## src/rtl/core/mrs_pkg.sv

```systemverilog
// mrs_pkg: payload structs, operation and function codes, limits and crc helper
// for the modbus rtu slave responder; no dependencies
package mrs_pkg;

  typedef struct packed {
    logic [2:0]  operation;
    logic [7:0]  rx_byte;
    logic        frame_error;
    logic [1:0]  table_select;
    logic [6:0]  table_index;
    logic [15:0] table_value;
  } mrs_in_t;

  typedef struct packed {
    logic        result_kind;
    logic [7:0]  tx_byte;
    logic        tx_last;
    logic [15:0] read_value;
  } mrs_out_t;

  typedef enum logic [2:0] {
    OP_RX_BYTE   = 3'd0,
    OP_END_FRAME = 3'd1,
    OP_PULL      = 3'd2,
    OP_LOCAL_WR  = 3'd3,
    OP_LOCAL_RD  = 3'd4
  } op_e;

  typedef enum logic [2:0] {
    K_RX_BYTE,
    K_END_FRAME,
    K_PULL,
    K_LOCAL_WR,
    K_LOCAL_RD,
    K_NOP
  } kind_e;

  typedef struct packed {
    logic    valid;
    kind_e   kind;
    mrs_in_t item;
  } head_t;

  typedef struct packed {
    logic       clearing;
  } back_status_t;

  typedef struct packed {
    logic [7:0] slave_address;
    logic       one_based;
  } cfg_t;

  localparam logic CFG_SLAVE_ADDRESS = 1'b0;
  localparam logic CFG_ONE_BASED     = 1'b1;

  localparam logic RK_REPLY = 1'b0;
  localparam logic RK_LOCAL = 1'b1;

  localparam logic [1:0] SEL_COIL     = 2'd0;
  localparam logic [1:0] SEL_DISCRETE = 2'd1;
  localparam logic [1:0] SEL_INPUT    = 2'd2;
  localparam logic [1:0] SEL_HOLDING  = 2'd3;

  localparam logic [7:0] FC_RD_COILS    = 8'h01;
  localparam logic [7:0] FC_RD_DISCRETE = 8'h02;
  localparam logic [7:0] FC_RD_HOLDING  = 8'h03;
  localparam logic [7:0] FC_RD_INPUT    = 8'h04;
  localparam logic [7:0] FC_WR_COILS    = 8'h0F;
  localparam logic [7:0] FC_WR_REGS     = 8'h10;
  localparam logic [7:0] EXC_FLAG       = 8'h80;

  localparam logic [7:0] EXC_NONE     = 8'h00;
  localparam logic [7:0] EXC_FUNCTION = 8'h01;
  localparam logic [7:0] EXC_RANGE    = 8'h02;
  localparam logic [7:0] EXC_COUNT    = 8'h03;

  localparam logic [15:0] MAX_BITS     = 16'h07D0;
  localparam logic [15:0] MAX_RD_REGS  = 16'h007D;
  localparam logic [15:0] MAX_WR_REGS  = 16'h007B;

  localparam logic [15:0] CRC_INIT = 16'hFFFF;
  localparam logic [15:0] CRC_POLY = 16'hA001;

  function automatic logic [15:0] crc_byte(logic [15:0] c, logic [7:0] d);
    logic [15:0] x;
    x = c ^ {8'h00, d};
    for (int k = 0; k < 8; k++) begin
      x = x[0] ? ((x >> 1) ^ CRC_POLY) : (x >> 1);
    end
    return x;
  endfunction

endpackage

```

## src/rtl/core/mrs_front.sv

```systemverilog
// mrs_front: accepts input beats, classifies the operation and holds them in
// a two-entry queue for the back end; depends on mrs_pkg
module mrs_front (
  input  logic                  clk,
  input  logic                  rst,
  input  logic                  in_valid,
  output logic                  in_stall,
  input  mrs_pkg::mrs_in_t      in_data,
  input  mrs_pkg::back_status_t status,
  output mrs_pkg::head_t        head,
  input  logic                  pop
);

  mrs_pkg::mrs_in_t q_item [2];
  mrs_pkg::kind_e   q_kind [2];
  logic       wr_ptr;
  logic       rd_ptr;
  logic [1:0] fill;
  logic       push;
  logic       take;
  mrs_pkg::kind_e in_kind;

  always_comb begin
    case (in_data.operation)
      mrs_pkg::OP_RX_BYTE:   in_kind = mrs_pkg::K_RX_BYTE;
      mrs_pkg::OP_END_FRAME: in_kind = mrs_pkg::K_END_FRAME;
      mrs_pkg::OP_PULL:      in_kind = mrs_pkg::K_PULL;
      mrs_pkg::OP_LOCAL_WR:  in_kind = mrs_pkg::K_LOCAL_WR;
      mrs_pkg::OP_LOCAL_RD:  in_kind = mrs_pkg::K_LOCAL_RD;
      default:               in_kind = mrs_pkg::K_NOP;
    endcase
  end

  assign in_stall = (fill == 2'd2) || status.clearing;
  assign push     = in_valid && !in_stall;
  assign take     = pop && (fill != 2'd0);

  assign head.valid = (fill != 2'd0);
  assign head.kind  = q_kind[rd_ptr];
  assign head.item  = q_item[rd_ptr];

  always_ff @(posedge clk) begin
    if (push) begin
      q_item[wr_ptr] <= in_data;
      q_kind[wr_ptr] <= in_kind;
    end
  end

  always_ff @(posedge clk) begin
    if (rst) begin
      wr_ptr <= 1'b0;
      rd_ptr <= 1'b0;
      fill   <= 2'd0;
    end else begin
      if (push) wr_ptr <= ~wr_ptr;
      if (take) rd_ptr <= ~rd_ptr;
      fill <= fill + {1'b0, push} - {1'b0, take};
    end
  end

endmodule

```

## config.mk

```make
export PLATFORM = sky130hd
export DESIGN_NAME = mrs_front
export DESIGN_NICKNAME = d
export VERILOG_FILES = /design/src/rtl/core/mrs_pkg.sv /design/src/rtl/core/mrs_front.sv
export SDC_FILE = /design/constraint.sdc
export NUM_CORES = 1
export LEC_CHECK = 0
export CAP_MARGIN = 25
export CORE_UTILIZATION = 62
export DETAILED_ROUTE_END_ITERATION = 10
export DONT_BUFFER_PORTS = 1
export GPL_ROUTABILITY_DRIVEN = 0
export HOLD_SLACK_MARGIN = 0.02
export PLACE_DENSITY = 0.78
export REMOVE_ABC_BUFFERS = 1
export SLEW_MARGIN = 20
export SYNTH_ARGS = -nofsm -noshare
export SYNTH_HDL_FRONTEND = slang
export SYNTH_SLANG_ARGS = --single-unit
export TNS_END_PERCENT = 30
```

## constraint.sdc

```tcl
create_clock -name clk -period 3.7 [get_ports clk]
set_input_delay 0.74 -clock clk [delete_from_list [all_inputs] [get_ports clk]]
set_output_delay 0.74 -clock clk [all_outputs]
set_load 0.03 [all_outputs]
```

==> Word level (Yosys, flattened, before mapping) <==
Memories as Yosys holds them, arrays and structs flattened. A register that Yosys moved wholly into a read port is not among the register bits.
Index checks and enable logic that the tools add are counted.
{ "word_totals": {"register_bits": 4, "mem_bits_rw": 80, "inputBits": 42, "out_inout_bits": 42, "word_cells": 27, "mem_count": 2} }
{ "memory_table": {"columns": ["name", "words", "word_bits", "rd", "rd_clocked_by_memory_dff", "write_ports", "line", "rtl"], "rows": [
  ["q_item", 2, 37, 1, 1, 1, "mrs_front.sv:14", "mrs_pkg::mrs_in_t q_item [2];"],
  ["q_kind", 2, 3, 1, 1, 1, "mrs_front.sv:15", "mrs_pkg::kind_e q_kind [2];"]
]} }
{ "op_classes": {"n_addsub": 2, "eq_ne": 5, "muxes": 7, "bitwise_logic": 2, "n_reduce_logical": 6} }
{ "ops": {"columns": ["operator", "count"], "rows": [
  ["$pmux W3 S5", 1],
  ["$eq A3 B2 Y1 const B", 2],
  ["$mux W1", 6],
  ["$eq A3 B1 Y1 const B", 1],
  ["$eq A3 B3 Y1 const B", 1],
  ["$logic_not A3 Y1", 1],
  ["$add A2 B1 Y2", 1],
  ["$eq A2 B2 Y1 const B", 1],
  ["$logic_and A1 B1 Y1", 2],
  ["$not A1 Y1", 2],
  ["$reduce_bool A2 Y1", 1],
  ["$sub A2 B1 Y2", 1],
  ["$logic_not A1 Y1", 1],
  ["$logic_or A1 B1 Y1", 1]
]} }

==> Longest topological paths before layout <==
{ "logic_depth": {"depth_word": 6, "ltp_mapped": 8, "depth_no_buf": 8} }

==> Worst setup path before layout <==
Ideal clock, no wire load.
{ "synth_path": {"path_type": "input port to flip-flop", "startpoint": "input status", "endpoint": "memory q_item[0][0] (netlist name), enable pin", "setup_time_ns": 0.437, "arrival_time_ns": 2.600, "required_ns": 3.263, "slack_ns": 0.662, "cell_stages": 2, "path_buffers": 0, "path_cell_list": "nand3b_4 > nor2_1"} }
{ "synth_between": {"elab_chain_len": 5} }
{ "synth_lines": {"columns": ["element", "line", "rtl"], "rows": [
  ["start: declaration", "mrs_front.sv:9", "input mrs_pkg::back_status_t status,"],
  ["$logic_or A1 B1 Y1", "mrs_front.sv:34", "assign in_stall = (fill == 2'd2) || status.clearing;"],
  ["$logic_not A1 Y1", "mrs_front.sv:35", "assign push = in_valid && !in_stall;"],
  ["$logic_and A1 B1 Y1", "mrs_front.sv:35", null],
  ["$mux W1", "mrs_front.sv:43", "if (push) begin"],
  ["$mux W1 (not written as such)", "mrs_front.sv:44", "q_item[wr_ptr] <= in_data;"],
  ["end: declaration", "mrs_front.sv:14", null]
]} }
No other way between the ends.

==> flow_summary.yaml <==
outcome:
  status: "finished clean"
pwr:
  ir_drop_uv: 492
  combPwrFrac_pct: 28.9
  power.density_mw_per_mm2: 734
  swShare_pct: 31.3
  p_switching_mw: 0.832
  p_seq_share_pct: 45.9
  clockPowerShare_pct: 25.2
  internal_power_mw: 1.83
  p_leak_nw: 1.28
sta:
  fmax_mhz: 407
  skew_ns: 0.00464
  setup-tns-final_ns: 0
  slew_headroom_pct: 61.6
  finalMaxSlewViolations: 0
  fin_crit_ns: 2.46
  hold_ws_ns: 0.463
  finalWorstSetupSlack_ns: 1.24
  finalHoldViolations: 0
  fin_crit_sh_pct: 66.4
  rsz0062_at_grt: "no"
  setup_viol: 0
  tightest_slew_ns: 0.576
drt:
  via_per_inst: 5.44
  postRouteAntennaNets: 0
  routed_wl_um: 4620
  post-route-drc-count: 0
  drt_pass1_iterations: 4
  drt-wirelength-per-cell_um: 19.4
  drt_iter0_drc: 41
  vias: 1294
clock_tree:
  cts_tree: "built"
  cts_buffers: 9
  clk_latency_ns: 0.33
  clock_path_buffers: 2
  post-cts-setup-buffers: 0
  cts_root_buffer: "clkbuf_8"
  ctsResizeCount: 0
  clkSinkCount: 85
  cts_hold_buf: 0
  htree_levels: 3
  clk_pin_slew_ns: 0.08
synth:
  synth-seq-area-share_pct: 75.2
  yosys.area_share.simple_pct: 2.78
  synth_seq_cells: 85
  netlist.top_cell.by_area: "edfxtp_1"
  yosysTopAreaCellShare_pct: 72.2
  synth_compound_area_share_pct: 0.489
  synth_area_mm2: 0.00333
  synth_xor_area_share_pct: 0.527
  ys_top_cells_by_area: "edfxtp_1 (72%), mux2_4 (19%), dfxtp_1 (3.0%), buf_6 (1.4%), nor2_1 (0.79%)"
  syn_area_per_cell_um2: 21.6
  ys_warn_count: 0
  synth_fa_ha_area_share_pct: 0.752
  synth_cell_types: 19
  synthMuxAreaShare_pct: 18.5
  synth_cells: 154
  synth_top_family_by_area: "multiplexers"
grt:
  first_global_vias: 1335
  grt_pass1_wl_um: 6690
  top_usage_layer: "met2"
  track_usage_pct: 17.8
  antenna_found_initial: 0
  met2_usage_pct: 31.2
  grt_start_max_net_pins: 25
  grt_util_met3_pct: 9.64
  met1_usage_pct: 17.0
  grt_overflow: 0
worst_setup_path:
  cp_max_fo: 24
  r2r_end: "q_item[0][8]"
  worst_path_max_delay_cell: "dfxtp_2"
  crit_arrival_ns: 1.72
  worstSetupEndpointType: "output port"
  crit_chain: "buf_12 > mux2_4"
  critical_path_depth: 2
  r2r_slack_ns: 1.87
  critPathRequiredTime_ns: 2.96
  critPathTopFamily: "flip-flops"
  worst-path-buf-inv: 1
  reg2reg_from: "fill[0]"
  startpoint_type: "flip-flop"
  criticalPathCategory: "reg -> out"
  worstRegToRegCells: 4
  critical-path-max-stage-delay_ns: 0.70
  cp-endpoint: "head[32]"
layout:
  area_growth_pct: 9.14
  layout_common_cells: "edfxtp_1 (80), mux2_4 (41), clkbuf_8 (9)"
  design_area_mm2: 0.00363
  final_common_cell: "edfxtp_1"
  seq_area_mm2: 0.00250
  multi_input_area_um2: 782
  layout.nets: 207
  drive_gt1_share_pct: 39.3
  insertedDiodeCount: 0
  fillers: 339
hold_path:
  hp-class: "in -> reg"
die:
  initial_core_util_pct: 64.7
  io_pins: 84
  dieHeight_um: 75.2
  chipWidth_um: 75.2
  core_region_area_mm2: 0.00514
  die_area_mm2: 0.00566
  rows: 26
job:
  drv_cap: 0
place:
  place_ws_ns: 1.59
  dpl-instance-area_mm2: 0.00342
  port-buffer-count: 0
worst min path at each step:
stage / depth (start not counted) / from / to / slack (ns)
detailed placement: 2 / rd_ptr / rd_ptr / 0.55
finish: 1 / rst / fill[0] / 0.46
global placement: 2 / rd_ptr / rd_ptr / 0.50
floorplan: 2 / rd_ptr / flip-flop / 0.48
global route: 1 / rst / rd_ptr / 0.44
CTS: 1 / rst / fill[0] / 0.44
cell usage after synthesis:
cell type and instances:
edfxtp_1 80, mux2_4 41, nor2_1 7, dfxtp_1 5
buf_6 4, ha_1 2, inv_1 2, nor2b_1 2
a21o_1 1, and2_1 1, clkbuf_1 1, nand2b_2 1
nand3b_4 1, nor3_1 1, o21a_2 1, or2_2 1
or2b_1 1, xnor2_1 1, xor2_1 1
sequential cells by signal, indices dropped and copies added, names as in the netlist, named ones only:
name and flops:
fill 2, q_item 74, q_kind 6, rd_ptr 1, wr_ptr 1
power groups by stage:
stage          logic [mW]  registers (mW)  clock network [mW]
5_1_grt             0.811            1.23               0.722
3_5_place_dp        0.779            1.25                   0
2_1_floorplan       0.672            1.27                   0
4_1_cts             0.781            1.22               0.685
6_report            0.770            1.22               0.670
3_3_place_gp        0.760            1.24                   0
through the flow:
step                      std cells  utilization, %  power [mW]
after detailed placement        222            66.5        2.02
after global routing            238            70.6        2.77
after CTS                       238            70.6        2.69
after floorplan                 149               -        1.94
final                           238            70.6        2.66
after global placement          222            66.5        2.00
kinds of logic (layout without fill, tap and decap cells):
family | Yosys count | in the layout
xor+xnor | 2 | 2
fa+ha+maj | 2 | 2
buf+inv | 7 | 21
simple gates | 15 | 15
compound gates | 2 | 2
mux | 41 | 41
flops | 85 | 85
per-layer routing:
| layer | wire, µm | vias to the layer above |
|---|---|---|
| met5 | 0 | - |
| li1 | - | 605 |
| met3 | 503 | 5 |
| met1 | 1540 | 627 |
| met4 | 48 | 0 |
| met2 | 2520 | 57 |
layout make-up:
cell class | instances | area share [%]
Timing Repair Buffer | 3 | 0.965
Tap cell | 70 | 2.41
Clock inverter | 7 | 2.48
Inverter | 2 | 0.207
Sequential cell | 85 | 69.0
Multi-Input combinational cell | 62 | 21.5
Clock buffer | 9 | 3.41
Power figures use the tool's default switching activity.
